<file path="config.mk">
export PLATFORM = sky130hd
export DESIGN_NAME = spi_master_burst_transfer_unit
export DESIGN_NICKNAME = d
export VERILOG_FILES = /design/src/hw/rtl/spim_pkg.sv /design/src/hw/rtl/spim_in_stage.sv /design/src/hw/rtl/spim_core.sv /design/src/hw/rtl/spim_out_stage.sv /design/src/hw/rtl/spi_master_burst_transfer_unit.sv
export SDC_FILE = /design/constraint.sdc
export NUM_CORES = 1
export LEC_CHECK = 0
export BUFFER_PORTS_ARGS = -buffer_cell sky130_fd_sc_hd__buf_2
export CORE_ASPECT_RATIO = 1.75
export CORE_UTILIZATION = 55
export CTS_CLUSTER_DIAMETER = 80
export DETAILED_ROUTE_END_ITERATION = 10
export PLACE_DENSITY = 0.87
export RECOVER_POWER = 50
export SLEW_MARGIN = 20
export SYNTH_ARGS = -nofsm -noshare
export SYNTH_HDL_FRONTEND = slang
export SYNTH_SLANG_ARGS = --single-unit
export TNS_END_PERCENT = 10
</file>
<file path="constraint.sdc">
create_clock -name clock -period 2.9 [get_ports clock]
set_input_delay 0.58 -clock clock [delete_from_list [all_inputs] [get_ports clock]]
set_output_delay 0.58 -clock clock [all_outputs]
set_load 0.02 [all_outputs]
</file>
<file path="src/hw/rtl/spim_pkg.sv">
// shared types and constants for the spi master burst transfer unit
// no dependencies; imported by every module of the block but spim_checker
`default_nettype none

package spim_pkg;

   // bits in one spi byte
   localparam int unsigned BYTE_BITS = 8;
   localparam int unsigned BIT_CNT_W = 4;
   // address byte bit that marks a write burst
   localparam int unsigned ADDR_WRITE_BIT = BYTE_BITS - 1;

   typedef enum logic [1:0] {
      CMD_TICK  = 2'd0,
      CMD_RD    = 2'd1,
      CMD_WR    = 2'd2,
      CMD_LOAD  = 2'd3
   } cmd_type;

   typedef enum logic [1:0] {
      MODE_IDLE = 2'd0,
      MODE_ADDR = 2'd1,
      MODE_RD   = 2'd2,
      MODE_WR   = 2'd3
   } mode_type;

   // one request word
   typedef struct packed {
      cmd_type               cmd;
      logic [BYTE_BITS-1:0]  address;
      logic [7:0]            burst_length;
      logic [BYTE_BITS-1:0]  wr_data;
      logic                  miso;
   } req_type;

   // one response word
   typedef struct packed {
      logic                  sclk;
      logic                  mosi;
      logic                  cs_n;
      logic [BYTE_BITS-1:0]  rd_data;
      logic                  rd_valid;
      logic                  wants_byte;
      logic                  busy_res;
      logic                  burst_done;
      logic                  rejected;
   } rsp_type;

   // sequencer state
   typedef struct packed {
      mode_type              mode;
      logic                  is_write;
      logic                  half_phase;
      logic [BIT_CNT_W-1:0]  bits_left;
      logic [BYTE_BITS-1:0]  shift_reg;
      logic [7:0]            bytes_left;
      logic                  sclk_level;
      logic                  mosi_level;
      logic                  cs_level;
   } seq_state_type;

   // handshake between the stages
   typedef struct packed {
      logic                  advance;
   } stage_ctl_type;

endpackage

`default_nettype wire

</file>
<file path="src/hw/rtl/spim_in_stage.sv">
// input register stage: holds one accepted request word
// depends on spim_pkg
`default_nettype none

module spim_in_stage (
   input  wire logic            clock,
   input  wire logic            reset,
   input  wire logic            req_valid,
   output logic                 req_stall,
   input  wire spim_pkg::req_type req_item,
   input  wire logic            advance,
   output spim_pkg::req_type    item_ff,
   output logic                 valid_ff
);
   import spim_pkg::*;

   logic    valid_in;
   logic    accept;
   req_type item_in;

   // stall only while a held word cannot move on
   assign req_stall = valid_ff && !advance;
   assign accept    = req_valid && !req_stall;

   // next contents of the input register
   always_comb begin
      item_in  = accept ? req_item : item_ff;
      valid_in = accept || (valid_ff && !advance);
   end

   always_ff @(posedge clock) begin
      if (reset) begin
         valid_ff <= 1'b0;
      end else begin
         valid_ff <= valid_in;
      end
      item_ff <= item_in;
   end

endmodule

`default_nettype wire

</file>
<file path="src/hw/rtl/spim_core.sv">
// burst sequencer: state registers and the per-word step logic
// depends on spim_pkg
`default_nettype none

module spim_core (
   input  wire logic              clock,
   input  wire logic              reset,
   input  wire spim_pkg::req_type item,
   input  wire logic              advance,
   output spim_pkg::rsp_type      result
);
   import spim_pkg::*;

   seq_state_type          st_ff;
   seq_state_type          st_in;
   logic [BIT_CNT_W-1:0]   bits_dec;
   logic [BYTE_BITS-1:0]   shifted;
   logic [7:0]             bytes_dec;
   logic                   waiting;

   assign bits_dec  = st_ff.bits_left - BIT_CNT_W'(1);
   assign bytes_dec = st_ff.bytes_left - 8'd1;
   assign shifted   = {st_ff.shift_reg[BYTE_BITS-2:0],
                       (st_ff.mode == MODE_RD) ? item.miso : 1'b0};
   assign waiting   = (st_ff.mode == MODE_WR) && (st_ff.bits_left == '0)
                      && !st_ff.half_phase;

   // step logic for one word
   always_comb begin
      st_in           = st_ff;
      result          = '0;
      unique case (item.cmd)
         CMD_RD, CMD_WR: begin
            if (st_ff.mode == MODE_IDLE) begin
               if (item.burst_length <= 8'd1) begin
                  result.rejected = 1'b1;
               end else begin
                  st_in.is_write   = (item.cmd == CMD_WR);
                  st_in.mode       = MODE_ADDR;
                  st_in.shift_reg  = item.address;
                  st_in.shift_reg[ADDR_WRITE_BIT] = item.address[ADDR_WRITE_BIT]
                                                    | (item.cmd == CMD_WR);
                  st_in.bits_left  = BIT_CNT_W'(BYTE_BITS);
                  st_in.half_phase = 1'b0;
                  st_in.bytes_left = item.burst_length;
                  st_in.cs_level   = 1'b0;
                  st_in.sclk_level = 1'b0;
               end
            end
         end
         CMD_LOAD: begin
            if (waiting) begin
               st_in.shift_reg  = item.wr_data;
               st_in.bits_left  = BIT_CNT_W'(BYTE_BITS);
               st_in.half_phase = 1'b0;
            end
         end
         CMD_TICK: begin
            if (st_ff.mode != MODE_IDLE) begin
               if (st_ff.bits_left != '0) begin
                  if (!st_ff.half_phase) begin
                     // sclk low half: set mosi
                     st_in.sclk_level = 1'b0;
                     st_in.mosi_level = (st_ff.mode == MODE_RD)
                                        ? 1'b1 : st_ff.shift_reg[BYTE_BITS-1];
                     st_in.half_phase = 1'b1;
                  end else begin
                     // sclk high half: shift and count the bit
                     st_in.sclk_level = 1'b1;
                     st_in.shift_reg  = shifted;
                     st_in.bits_left  = bits_dec;
                     if (bits_dec != '0) begin
                        st_in.half_phase = 1'b0;
                     end else if (st_ff.mode == MODE_RD) begin
                        result.rd_valid = 1'b1;
                        result.rd_data  = shifted;
                     end
                  end
               end else if (st_ff.half_phase) begin
                  // closing tick of a byte
                  st_in.sclk_level = 1'b0;
                  st_in.mosi_level = 1'b1;
                  st_in.half_phase = 1'b0;
                  if (st_ff.mode == MODE_ADDR) begin
                     st_in.mode = st_ff.is_write ? MODE_WR : MODE_RD;
                  end else begin
                     st_in.bytes_left = bytes_dec;
                  end
                  if (st_in.mode != MODE_ADDR && st_in.bytes_left == 8'd0) begin
                     st_in.mode        = MODE_IDLE;
                     st_in.cs_level    = 1'b1;
                     result.burst_done = 1'b1;
                  end else if (st_in.mode == MODE_RD) begin
                     st_in.shift_reg = '0;
                     st_in.bits_left = BIT_CNT_W'(BYTE_BITS);
                  end
               end
            end
         end
         default: begin
         end
      endcase
      // pin levels and status after the step
      result.sclk       = st_in.sclk_level;
      result.mosi       = st_in.mosi_level;
      result.cs_n       = st_in.cs_level;
      result.wants_byte = (st_in.mode == MODE_WR) && (st_in.bits_left == '0)
                          && !st_in.half_phase;
      result.busy_res   = (st_in.mode != MODE_IDLE);
   end

   // state commits when the word moves to the result register
   always_ff @(posedge clock) begin
      if (reset) begin
         st_ff.mode       <= MODE_IDLE;
         st_ff.is_write   <= 1'b0;
         st_ff.half_phase <= 1'b0;
         st_ff.bits_left  <= '0;
         st_ff.shift_reg  <= '0;
         st_ff.bytes_left <= '0;
         st_ff.sclk_level <= 1'b0;
         st_ff.mosi_level <= 1'b1;
         st_ff.cs_level   <= 1'b1;
      end else if (advance) begin
         st_ff <= st_in;
      end
   end

endmodule

`default_nettype wire

</file>
<file path="src/hw/rtl/spim_out_stage.sv">
// result register stage: holds one response word until taken
// depends on spim_pkg
`default_nettype none

module spim_out_stage (
   input  wire logic              clock,
   input  wire logic              reset,
   input  wire logic              in_valid,
   input  wire spim_pkg::rsp_type result,
   input  wire logic              rsp_stall,
   output logic                   rsp_valid,
   output spim_pkg::rsp_type      rsp_item,
   output spim_pkg::stage_ctl_type ctl
);
   import spim_pkg::*;

   logic    valid_ff;
   logic    valid_in;
   rsp_type item_ff;
   rsp_type item_in;

   // a word moves in when the register is empty or being taken
   assign ctl.advance = in_valid && (!valid_ff || !rsp_stall);

   always_comb begin
      item_in  = ctl.advance ? result : item_ff;
      valid_in = ctl.advance || (valid_ff && rsp_stall);
   end

   always_ff @(posedge clock) begin
      if (reset) begin
         valid_ff <= 1'b0;
      end else begin
         valid_ff <= valid_in;
      end
      item_ff <= item_in;
   end

   assign rsp_valid = valid_ff;
   assign rsp_item  = item_ff;

endmodule

`default_nettype wire

</file>
<file path="src/hw/rtl/spi_master_burst_transfer_unit.sv">
// spi master burst transfer unit, top level
// an accepted word waits in the input register and steps into the result register when that is free
// throughput: one word per cycle while rsp_stall is low; the step between
//   the input register and the result register is combinational
// reset: synchronous, active high; clears valids, idles the sequencer with
//   cs_n and mosi high and sclk low
`default_nettype none

module spi_master_burst_transfer_unit (
   input  wire logic        clock,
   input  wire logic        reset,
   input  wire logic        req_valid,
   output logic             req_stall,
   input  wire logic [1:0]  req_cmd,
   input  wire logic [7:0]  req_address,
   input  wire logic [7:0]  req_burst_length,
   input  wire logic [7:0]  req_wr_data,
   input  wire logic        req_miso,
   output logic             rsp_valid,
   input  wire logic        rsp_stall,
   output logic             rsp_sclk,
   output logic             rsp_mosi,
   output logic             rsp_cs_n,
   output logic [7:0]       rsp_rd_data,
   output logic             rsp_rd_valid,
   output logic             rsp_wants_byte,
   output logic             rsp_busy_res,
   output logic             rsp_burst_done,
   output logic             rsp_rejected
);
   import spim_pkg::*;

   req_type       req_item;
   req_type       held_item;
   logic          held_valid;
   rsp_type       step_result;
   rsp_type       rsp_item;
   stage_ctl_type ctl;

   // gather request ports into one word
   assign req_item.cmd          = cmd_type'(req_cmd);
   assign req_item.address      = req_address;
   assign req_item.burst_length = req_burst_length;
   assign req_item.wr_data      = req_wr_data;
   assign req_item.miso         = req_miso;

   spim_in_stage u_in (
      .clock     (clock),
      .reset     (reset),
      .req_valid (req_valid),
      .req_stall (req_stall),
      .req_item  (req_item),
      .advance   (ctl.advance),
      .item_ff   (held_item),
      .valid_ff  (held_valid)
   );

   spim_core u_core (
      .clock   (clock),
      .reset   (reset),
      .item    (held_item),
      .advance (ctl.advance),
      .result  (step_result)
   );

   spim_out_stage u_out (
      .clock     (clock),
      .reset     (reset),
      .in_valid  (held_valid),
      .result    (step_result),
      .rsp_stall (rsp_stall),
      .rsp_valid (rsp_valid),
      .rsp_item  (rsp_item),
      .ctl       (ctl)
   );

   // spread the response word onto its ports
   assign rsp_sclk       = rsp_item.sclk;
   assign rsp_mosi       = rsp_item.mosi;
   assign rsp_cs_n       = rsp_item.cs_n;
   assign rsp_rd_data    = rsp_item.rd_data;
   assign rsp_rd_valid   = rsp_item.rd_valid;
   assign rsp_wants_byte = rsp_item.wants_byte;
   assign rsp_busy_res   = rsp_item.busy_res;
   assign rsp_burst_done = rsp_item.burst_done;
   assign rsp_rejected   = rsp_item.rejected;

endmodule

`default_nettype wire

</file>
## Word-level counts from Yosys, hierarchy flattened

Cells that the tools add are included.

| cells by class | value |
|---|---|
| eq/ne operators | 17 |
| bitwise logic cells | 7 |
| multiplexer cells | 44 |
| reductions and logical operators | 36 |
| $lt $le $gt $ge | 1 |
| add/sub/neg operators | 2 |

Operator list:

| cell | count |
|---|---|
| 25-bit 2-to-1 mux | 2 |
| 8-bit 2-to-1 mux | 6 |
| 13-bit case mux with 3 select lines | 1 |
| 12-bit 2-to-1 mux | 3 |
| 13-bit 2-to-1 mux | 2 |
| 24-bit 2-to-1 mux | 1 |
| 23-bit 2-to-1 mux | 1 |
| 2-bit 2-to-1 mux | 10 |
| 9-bit case mux with 2 select lines | 1 |
| 1-bit 2-to-1 mux | 15 |
| 2-bit == test, second input constant | 6 |
| 2-bit by 1-bit != test with 1-bit output, second input constant | 5 |
| 1-bit logical AND | 9 |
| 8-bit by 1-bit less-or-equal comparator with 1-bit output, second input constant | 1 |
| 4-bit logical NOT | 2 |
| 8-bit logical NOT | 1 |
| 8-bit AND reduction | 1 |
| 4-bit nonzero test | 2 |
| 8-bit by 1-bit subtractor with 8-bit output, second input constant | 1 |
| 7-bit AND reduction | 1 |
| 1-bit logical NOT | 6 |
| 1-bit NOT | 6 |
| 2-bit nonzero test | 3 |
| 6-bit OR reduction | 1 |
| other kinds (15) | 20 |

| word-level totals | value |
|---|---|
| word-level logic and storage cells | 132 |
| output and inout port bits | 18 |
| flip-flop bits (word level) | 72 |

## Logic depth before layout (Yosys ltp)

Gate-level depths: netlist (run 1).

| logic depth | value |
|---|---|
| depth in word-level cells | 16 |
| depth in mapped cells | 11 |

## By module

Synthesis (run 1) repeated with hierarchy kept, for this count alone.

| unflattened totals | value |
|---|---|
| cells, all modules | 376 |
| area, all modules | 3719.8 sq um |

By module, submodules not included:

| module | cells an instance | area an instance (sq um) | instances |
|---|---|---|---|
| spim_core | 325 | 2342.2 | 1 |
| spim_in_stage | 31 | 860.8 | 1 |
| spim_out_stage | 20 | 516.7 | 1 |

## Worst setup path after synthesis (run 1)

Ideal clock, no wire load.

| path | value |
|---|---|
| kind | input to register |
| from | input rsp_stall |
| to | register u_in.item_ff[0] (netlist bit), enable pin |
| setup time | 0.414 ns |
| data arrival time | 2.062 ns |
| slack | 0.424 ns |
| cell stages on the path | 2 |
| cell sequence | and3_1 > nor2b_1 |

| between the ends | value |
|---|---|
| cells in the longest elaborated chain, start to end | 7 |

RTL lines:

| what | RTL line | source |
|---|---|---|
| start, declared | spi_master_burst_transfer_unit.sv:20 | `input wire logic rsp_stall,` |
| 1-bit logical NOT | spim_out_stage.sv:23 | `assign ctl.advance = in_valid && (!valid_ff \|\| !rsp_stall);` |
| 1-bit logical OR | spim_out_stage.sv:23 |  |
| 1-bit logical AND | spim_out_stage.sv:23 |  |
| 1-bit logical NOT | spim_in_stage.sv:22 | `assign req_stall = valid_ff && !advance;` |
| 1-bit logical AND | spim_in_stage.sv:22 |  |
| 1-bit logical NOT | spim_in_stage.sv:23 | `assign accept = req_valid && !req_stall;` |
| 1-bit logical AND | spim_in_stage.sv:23 |  |
| net u_in.accept | spim_in_stage.sv:18 | `logic accept;` |
| end signal, assigned | spim_in_stage.sv:37 | `item_ff <= item_in;` |
| end, declared | spim_in_stage.sv:12 | `output spim_pkg::req_type item_ff,` |

The timed path passes the listed nets, and every way through them passes these cells.
A chain may end at the register's enable or synchronous reset.

## Worst setup path in the final report (run 1)

| path | value |
|---|---|
| from | register u_core.st_ff[3] (netlist bit) |
| to | register u_core.st_ff, in the netlist u_core.shifted[5] |

| between the ends | value |
|---|---|
| cells in the longest elaborated chain, start to end | 10 |

RTL lines:

| what | RTL line | source |
|---|---|---|
| start, declared | spim_core.sv:14 | `seq_state_type st_ff;` |
| start signal, assigned | spim_core.sv:125 | `st_ff <= st_in;` |
| 8-bit by 1-bit subtractor with 8-bit output | spim_core.sv:22 | `assign bytes_dec = st_ff.bytes_left - 8'd1;` |
| 8-bit 2-to-1 mux (*) | spim_core.sv:84 | `if (st_ff.mode == MODE_ADDR) begin` |
| 8-bit 2-to-1 mux (*) | spim_core.sv:79 | `end else if (st_ff.half_phase) begin` |
| 8-bit 2-to-1 mux (*) | spim_core.sv:60 | `if (st_ff.bits_left != '0) begin` |
| 8-bit 2-to-1 mux (*) | spim_core.sv:59 | `if (st_ff.mode != MODE_IDLE) begin` |
| 8-bit 2-to-1 mux (*) | spim_core.sv:32 | `unique case (item.cmd)` |
| 8-bit logical NOT (*) | spim_core.sv:89 | `if (st_in.mode != MODE_ADDR && st_in.bytes_left == 8'd0) begin` |
| 1-bit logical AND (*) | spim_core.sv:89 |  |
| 3-bit by 2-bit != test with 1-bit output (no source line) (*) | -- |  |
| 8-bit AND reduction (no source line) (*) | -- |  |

Mark *: on every way between the ends. The rest lies on a longest branch, timed or not. The select of a mux whose other input is x is not followed.

==> flow_metrics.env, run 1 <==
export IMPL_status="complete, but fails checks"
export IMPL_violations="max-capacitance violations, max-slew violations"
export IMPL_power_frac_seq_pct=45.6
export IMPL_die_h_um=113
export IMPL_path_cells="inv_1 > ha_1 > xnor2_1 > nand4_2 > a221oi_2 > a21boi_4 > o211ai_4 > a21oi_1 > a311oi_2"
export IMPL_use_met1_pct=29.78
export IMPL_nets=461
export IMPL_p_clk_share_pct=42.4
export IMPL_gp_congestion=0.9459
export IMPL_min_delay_start="req_wr_data[4]"
export IMPL_layout_common_cells="edfxtp_1 (43), nor2_1 (36), nand2_1 (33), a21oi_1 (33), buf_2 (30)"
export IMPL_syn_inst=378
export IMPL_initial_utilization_pct=56.48
export IMPL_finalMaxSlewViolations=28
export IMPL_synthAdderAreaFrac_pct=1.939
export IMPL_swShare_pct=24.69
export IMPL_drt_vias_per_instance=6.273
export IMPL_htree_levels=3
export IMPL_ys_seq_elements=72
export IMPL_setup_slack_ns=0.2425
export IMPL_synth_top_area_share_pct=33.34
export IMPL_setup_viol=0
export IMPL_numCtsBuffers=9
export IMPL_crit_fanout=16
export IMPL_fmax_mhz=376.3
export IMPL_grt_pass1_wl_um=15010
export IMPL_powerDensity_nw_per_um2=582.2
export IMPL_p_sw_w=0.0006341
export IMPL_antenna_found_initial=0
export IMPL_overflow=0
export IMPL_worst_pin_slew_ns=1.623
export IMPL_drt_total_wl_um=9061
export IMPL_core_area_sq_um=6857
export IMPL_io_pins=49
export IMPL_r2r_setup_slack_ns=0.24
export IMPL_min_to="u_in.item_ff[5]"
export IMPL_ys_seq_area_share_pct=48.34
export IMPL_die_width_um=65.43
export IMPL_totalNegativeSetupSlack_ns=0
export IMPL_drt_initial_drc_count=235
export IMPL_synth_ff_type="edfxtp_1"
export IMPL_crit_required_ns=3.04
export IMPL_yosysTopAreaCell="edfxtp_1"
export IMPL_cts_tree="built"
export IMPL_p_leak_nw=1.559
export IMPL_synth_cell_types=77
export IMPL_first_global_vias=3188
export IMPL_syn_area_sq_um=3872
export IMPL_ant_nets=0
export IMPL_dp_hpwl_um=6218
export IMPL_fp_row_count=40
export IMPL_layout_drive_gt1_share_pct=20.28
export IMPL_synth_edf_count=43
export IMPL_worstSkewPairLatency_ns=0.34
export IMPL_fill_cells=504
export IMPL_period_share_pct=91.64
export IMPL_netlist_top_cells_area="edfxtp_1 (33%), dfxtp_1 (15%), a21oi_1 (4.3%), nor2_1 (3.5%), nand2_1 (3.2%)"
export IMPL_r2r_start="u_core.st_ff[3]"
export IMPL_use_met2_pct=44.81
export IMPL_syn_mean_instance_area_sq_um=10.24
export IMPL_dp_slack_ns=0.2993
export IMPL_vias=3218
export IMPL_combinationalPowerShare_pct=12.0
export IMPL_irDropWorstVdd_mv=0.8244
export IMPL_synthSimpleGateAreaFrac_pct=19.61
export IMPL_clockBufferDepth=2
export IMPL_worstReg2RegEnd="u_core.shifted[5]"
export IMPL_syn2layout_area_growth_pct=13.93
export IMPL_wl_per_cell_um=17.66
export IMPL_io_buffers=48
export IMPL_worst_path_buf_inv=1
export IMPL_path_clk_slew_ns=0.05
export IMPL_cts_root_buf="clkbuf_16"
export IMPL_critPathMaxStageDelay_ns=0.47
export IMPL_drc=0
export IMPL_hold_buffers=0
export IMPL_worstRegToRegCells=9
export IMPL_cap_viol_max_count=1
export IMPL_drt_pass1_iter_count=5
export IMPL_cpLargestDelayFamily="compound AO/OA/AOI/OAI gates"
export IMPL_synthArstFlopShare_pct=0
export IMPL_internal_power_w=0.001935
export IMPL_yosys_warnings=0
export IMPL_slowest_stage="dfxtp_1"
export IMPL_use_met3_pct=6.653
export IMPL_grt_max_degree=30
export IMPL_slew_headroom_pct=-8.213
export IMPL_rsz0062_at_grt="no"
export IMPL_final_common_cell="edfxtp_1"
export IMPL_path_class="flip-flop to flip-flop"
export IMPL_synthMuxAreaShare_pct=0.2908
export IMPL_hold_viol_final=0
export IMPL_period_minus_slack_ns=2.658
export IMPL_synth_fp_nets=415
export IMPL_synth_compound_area_share_pct=22.52
export IMPL_synth_top_family_by_area="compound AO/OA/AOI/OAI gates"
export IMPL_antennaDiodeCount=0
export IMPL_critPathCaptureType="flip-flop"
export IMPL_clock_sinks=72
export IMPL_synth_xor_area_share_pct=1.357
export IMPL_track_usage_pct=26.96
export IMPL_dieArea_sq_um=7394
export IMPL_hold_depth=1
export IMPL_critPathLaunchType="flip-flop"
export IMPL_worstPathArrival_ns=2.80
export IMPL_min_path_type="primary input to flip-flop"
export IMPL_skew_ns=0.008994
export IMPL_busiest_layer="met2"
==> per-stage QoR <==
step                      power (W)  hold WS (ns)  util (%)  std cells  instance area, sq um
final                      0.002569        0.4179     64.34        513                  4412
after global routing       0.002659        0.4057     64.34        513                  4412
after CTS                  0.002565        0.4161     64.67        513                  4434
after detailed placement   0.001490        0.4472     60.33        497                  4136
after global placement     0.001479        0.4462     60.33        497                  4136
after floorplan            0.001410        0.4363         -        378                  3872
==> sequential cells by signal, summed over array words and instances, names as in the netlist <==
name	count
u_out.rsp_valid	1
u_in.item_ff	27
u_in.valid_ff	1
u_out.rsp_item	16
u_core.st_ff	20
u_core.shifted	7
==> power by group through the flow <==
stage	Combinational, W	Sequential (W)	Clock, W
global route	0.000335	0.00118	0.00115
detailed placement	0.000301	0.00119	0
floorplan	0.000227	0.00118	0
global placement	0.000294	0.00119	0
CTS	0.000304	0.00117	0.00109
finish	0.000309	0.00117	0.00109
==> worst reg2reg max path, stage by stage (launching register included) <==
cell and delay [ns]:
dfxtp_1 0.47, inv_1 0.10, ha_1 0.26, xnor2_1 0.18
nand4_2 0.17, a221oi_2 0.34, a21boi_4 0.36, o211ai_4 0.26
a21oi_1 0.26, a311oi_2 0.07
==> area by class of cell <==
type / count / area [sq um] / share of cell area (%)
Sequential cell: 72 / 1873 / 42.46
Clock inverter: 5 / 55.05 / 1.248
Timing Repair Buffer: 59 / 296.5 / 6.721
Inverter: 17 / 63.81 / 1.446
Clock buffer: 11 / 242.7 / 5.502
Multi-Input combinational cell: 265 / 1775 / 40.24
Tap cell: 84 / 105.1 / 2.382
==> kinds of logic (layout without fill, tap and decap cells) <==
family,after synthesis,count (layout)
flip-flops,72,72
adder cells (fa/ha/maj),6,6
XOR/XNOR,6,6
buffers and inverters,41,92
AND/OR/NAND/NOR,138,138
AO/OA/AOI/OAI,114,114
multiplexers,1,1
==> repair_timing <==
item / in CTS / in global routing
resized for setup: 0 / 2
setup endpoints to repair: 0 / 3
buffers inserted: 0 / 0
==> metal layers <==
metal	vias to the layer above	routed length (um)
li1	1499	-
met1	1510	3347
met2	162	4635
met3	47	597
met4	0	481
met5	-	0
==> worst max path at each step <==
stage	from	end	slack, ns	depth (start not counted)
floorplan	rsp_stall	u_in.item_ff[0]	0.42	2
global placement	u_core.st_ff[25]	u_core.shifted[1]	0.37	7
detailed placement	u_core.st_ff[19]	u_core.st_ff[8]	0.30	9
CTS	u_core.st_ff[19]	u_core.st_ff[8]	0.22	9
global route	u_core.st_ff[19]	u_out.rsp_item[3]	0.06	10
finish	u_core.st_ff[3]	u_core.shifted[5]	0.24	9
==> cells in the mapped netlist (all sizes together) (2+ instances only) <==
library cell  count
edfxtp           43
nor2             38
a21oi            35
nand2            33
dfxtp            29
inv              17
nor3             16
o21ai            15
buf              14
a22oi            13
clkbuf            9
a311oi            8
and2              7
nand3             7
a211oi            6
ha                6
nor2b             5
o21a              5
or3               5
xnor2             5
a221oi            3
and3              3
nand4             3
nand4b            3
nor3b             3
o211ai            3
o31ai             3
or2               3
or4               3
a211o             2
a21o              2
a22o              2
a31oi             2
a32oi             2
nand2b            2
nor4              2
nor4b             2
o31a              2
Note: power is estimated with default switching activity, not from simulation.
==> run 2: changes to the inputs <==
Settings changed: ABC_AREA from default to 1, PLACE_DENSITY 0.87 to 0.77.
==> flow_metrics.env, run 2 <==
export IMPL_status="complete, but fails checks"
export IMPL_violations="max-capacitance violations, max-slew violations"
export IMPL_path_cells="inv_1 > ha_1 > clkinv_1 > nor2_1 > inv_1 > nor2_1 > inv_1 > nor3_1 > inv_1 > nor2_1"
export IMPL_drt_vias_per_instance=5.712
export IMPL_yosysMostFrequentCell="nand2_1"
export IMPL_dp_hpwl_um=6713
export IMPL_skew_ns=0.005955
export IMPL_combinationalPowerShare_pct=14.4
export IMPL_grt_pass1_wl_um=14650
export IMPL_final_cells=580
export IMPL_cpLargestDelayFamily="buffers and inverters"
export IMPL_p_sw_w=0.0007043
export IMPL_synth_top_family_by_area="simple AND/OR/NAND/NOR gates"
export IMPL_min_delay_start="req_wr_data[2]"
export IMPL_nets=530
export IMPL_clock_sinks=72
export IMPL_post_cts_repair_setup_buffers=0
export IMPL_largest_reg_flops=27
export IMPL_ant_nets=0
export IMPL_slew_headroom_pct=-11.39
export IMPL_syn_mean_instance_area_sq_um=8.283
export IMPL_netlist_top_cells_area="edfxtp_1 (35%), dfxtp_1 (16%), nand2_1 (11%), nor2_1 (5.3%), a21oi_1 (4.6%)"
export IMPL_synth_top_cells_by_count="nand2_1 (105), nor2_1 (52), inv_1 (45), edfxtp_1 (43), a21oi_1 (34)"
export IMPL_grt_max_degree=36
export IMPL_yosysTopAreaCell="edfxtp_1"
export IMPL_final_common_cell="nand2_1"
export IMPL_gp_congestion=0.9700
export IMPL_p_clk_share_pct=40.9
export IMPL_ys_seq_elements=72
export IMPL_crit_fanout=10
export IMPL_slowest_stage="edfxtp_1"
export IMPL_cts_root_buf="clkbuf_16"
export IMPL_critPathCaptureType="flip-flop"
export IMPL_swShare_pct=26.79
export IMPL_path_class="flip-flop to flip-flop"
export IMPL_drt_pass1_iter_count=5
export IMPL_io_pins=49
export IMPL_first_global_vias=3150
export IMPL_crit_required_ns=3.09
export IMPL_finalMaxSlewViolations=36
export IMPL_dieArea_sq_um=7000
export IMPL_track_usage_pct=28.59
export IMPL_layout_common_cells="nand2_1 (105), nor2_1 (52), inv_1 (45), buf_2 (43), edfxtp_1 (43)"
export IMPL_critPathLaunchType="flip-flop"
export IMPL_synthArstFlopShare_pct=0
export IMPL_irDropWorstVdd_mv=0.4954
export IMPL_die_h_um=109.9
export IMPL_fmax_mhz=397.3
export IMPL_drt_total_wl_um=9360
export IMPL_synthAdderAreaFrac_pct=2.051
export IMPL_syn_inst=442
export IMPL_synthSimpleGateAreaFrac_pct=23.89
export IMPL_internal_power_w=0.001925
export IMPL_dp_cells=564
export IMPL_vias=3313
export IMPL_powerDensity_nw_per_um2=617.7
export IMPL_synth_ff_type="edfxtp_1"
export IMPL_die_width_um=63.68
export IMPL_totalNegativeSetupSlack_ns=0
export IMPL_worst_pin_slew_ns=1.671
export IMPL_critPathMaxStageDelay_ns=0.39
export IMPL_cts_tree="built"
export IMPL_drc=0
export IMPL_synth_compound_area_share_pct=14.97
export IMPL_ys_seq_area_share_pct=51.13
export IMPL_synth_top_area_share_pct=35.27
export IMPL_cts_resized=0
export IMPL_clockBufferDepth=2
export IMPL_period_share_pct=86.79
export IMPL_numCtsBuffers=9
export IMPL_htree_levels=3
export IMPL_core_area_sq_um=6490
export IMPL_synth_xor_area_share_pct=0.4785
export IMPL_hold_viol_final=0
export IMPL_antenna_found_initial=0
export IMPL_syn_area_sq_um=3661
export IMPL_worstSkewPairLatency_ns=0.34
export IMPL_min_path_type="primary input to flip-flop"
export IMPL_dr_wl_met2_um=5088
export IMPL_cap_viol_max_count=1
export IMPL_antennaDiodeCount=0
export IMPL_hold_buffers=0
export IMPL_wl_met1_um=3298
export IMPL_power_frac_seq_pct=44.6
export IMPL_initial_utilization_pct=56.41
export IMPL_overflow=0
export IMPL_yosys_warnings=0
export IMPL_worstPathArrival_ns=2.70
export IMPL_p_leak_nw=1.722
export IMPL_synthMuxAreaShare_pct=0
export IMPL_synth_edf_count=43
export IMPL_path_clk_slew_ns=0.05
export IMPL_top_layer="met4"
export IMPL_syn2layout_area_growth_pct=16.27
export IMPL_synth_fp_nets=479
export IMPL_period_minus_slack_ns=2.517
export IMPL_fp_row_count=39
export IMPL_rsz0062_at_grt="no"
export IMPL_crit_start="u_in.item_ff[25]"
export IMPL_cp_common_cell="inv_1"
export IMPL_io_buffers=48
export IMPL_layout_drive_gt1_share_pct=16.06
export IMPL_largest_register="u_in.item_ff"
export IMPL_drt_initial_drc_count=236
export IMPL_fill_cells=560
export IMPL_wl_per_cell_um=16.14
export IMPL_setup_viol=0
export IMPL_worst_path_buf_inv=5
export IMPL_synth_cell_types=37
export IMPL_route_met3_wl_um=593
export IMPL_r2r_start="u_in.item_ff[25]"
==> run 2: cell count changes in the layout (fill, tap and decap cells not counted), moves of 5 or more <==
cell      before  now
nand3_1        6   26
xnor2_1        5    0
inv_1         16   45
a22oi_1       13    8
nor2_1        36   52
a211oi_1       6    0
a311oi_2       8    0
buf_2         30   43
nor3_1        13    7
o22ai_1        0    7
and2_1         7    0
nand2_1       33  105
clkbuf_1      20    8
o21ai_0       13   29
==> run 2: worst paths after layout <==
check                                          end  slack (ns)  cells after the start
worst max-delay path            u_out.rsp_item[11]        0.38                     10
worst min-delay path               u_in.item_ff[3]        0.42                      1
worst max register to register  u_out.rsp_item[11]        0.38                     10
worst min register to register    u_core.st_ff[24]        0.48                      2
==> run 2: metrics by stage <==
stage / area [sq um] / hold slack [ns] / total power [W] / worst slack, ns / util, %
2_1_floorplan: 3661 / 0.4293 / 0.001453 / 0.8714 / -
3_3_place_gp: 3981 / 0.4485 / 0.001560 / 0.4291 / 61.35
3_5_place_dp: 3981 / 0.4664 / 0.001567 / 0.3968 / 61.35
4_1_cts: 4270 / 0.4124 / 0.002630 / 0.3781 / 65.80
5_1_grt: 4257 / 0.4102 / 0.002718 / 0.07108 / 65.59
6_report: 4257 / 0.4154 / 0.002629 / 0.3832 / 65.59
==> run 2: cell families after synthesis <==
| family | count (synthesis) |
|---|---|
| AOI/OAI and AO/OA | 91 |
| adders and majority gates | 6 |
| xor gates and xnor gates | 2 |
| and+or+nand+nor | 204 |
| DFF | 72 |
| buffers and inverters | 67 |
==> run 2: power groups by stage <==
| stage | clock (W) | combinational, W | sequential (W) |
|---|---|---|---|
| after floorplan | 0 | 0.000257 | 0.00120 |
| after global placement | 0 | 0.000370 | 0.00119 |
| after detailed placement | 0 | 0.000375 | 0.00119 |
| after CTS | 0.00108 | 0.000377 | 0.00117 |
| after global routing | 0.00112 | 0.000418 | 0.00118 |
| final | 0.00108 | 0.000380 | 0.00117 |
==> run 2: cell type report <==
| class | instances | area (sq um) | area share (%) |
|---|---|---|---|
| clock inverter | 6 | 60.06 | 1.411 |
| tap | 82 | 102.6 | 2.410 |
| sequential | 72 | 1872 | 43.97 |
| timing repair buffer | 56 | 286.5 | 6.731 |
| clock buffer | 10 | 229.0 | 5.379 |
| multi-input combinational | 303 | 1515 | 35.60 |
| inverter | 51 | 191.4 | 4.497 |
==> run 2: per-layer routing <==
| metal | global-route usage [%] | vias to the layer above |
|---|---|---|
| met2 | 52.36 | 145 |
| li1 | - | 1593 |
| met1 | 28.91 | 1545 |
| met4 | 19.16 | 0 |
| met3 | 5.498 | 30 |
| met5 | 0 | - |
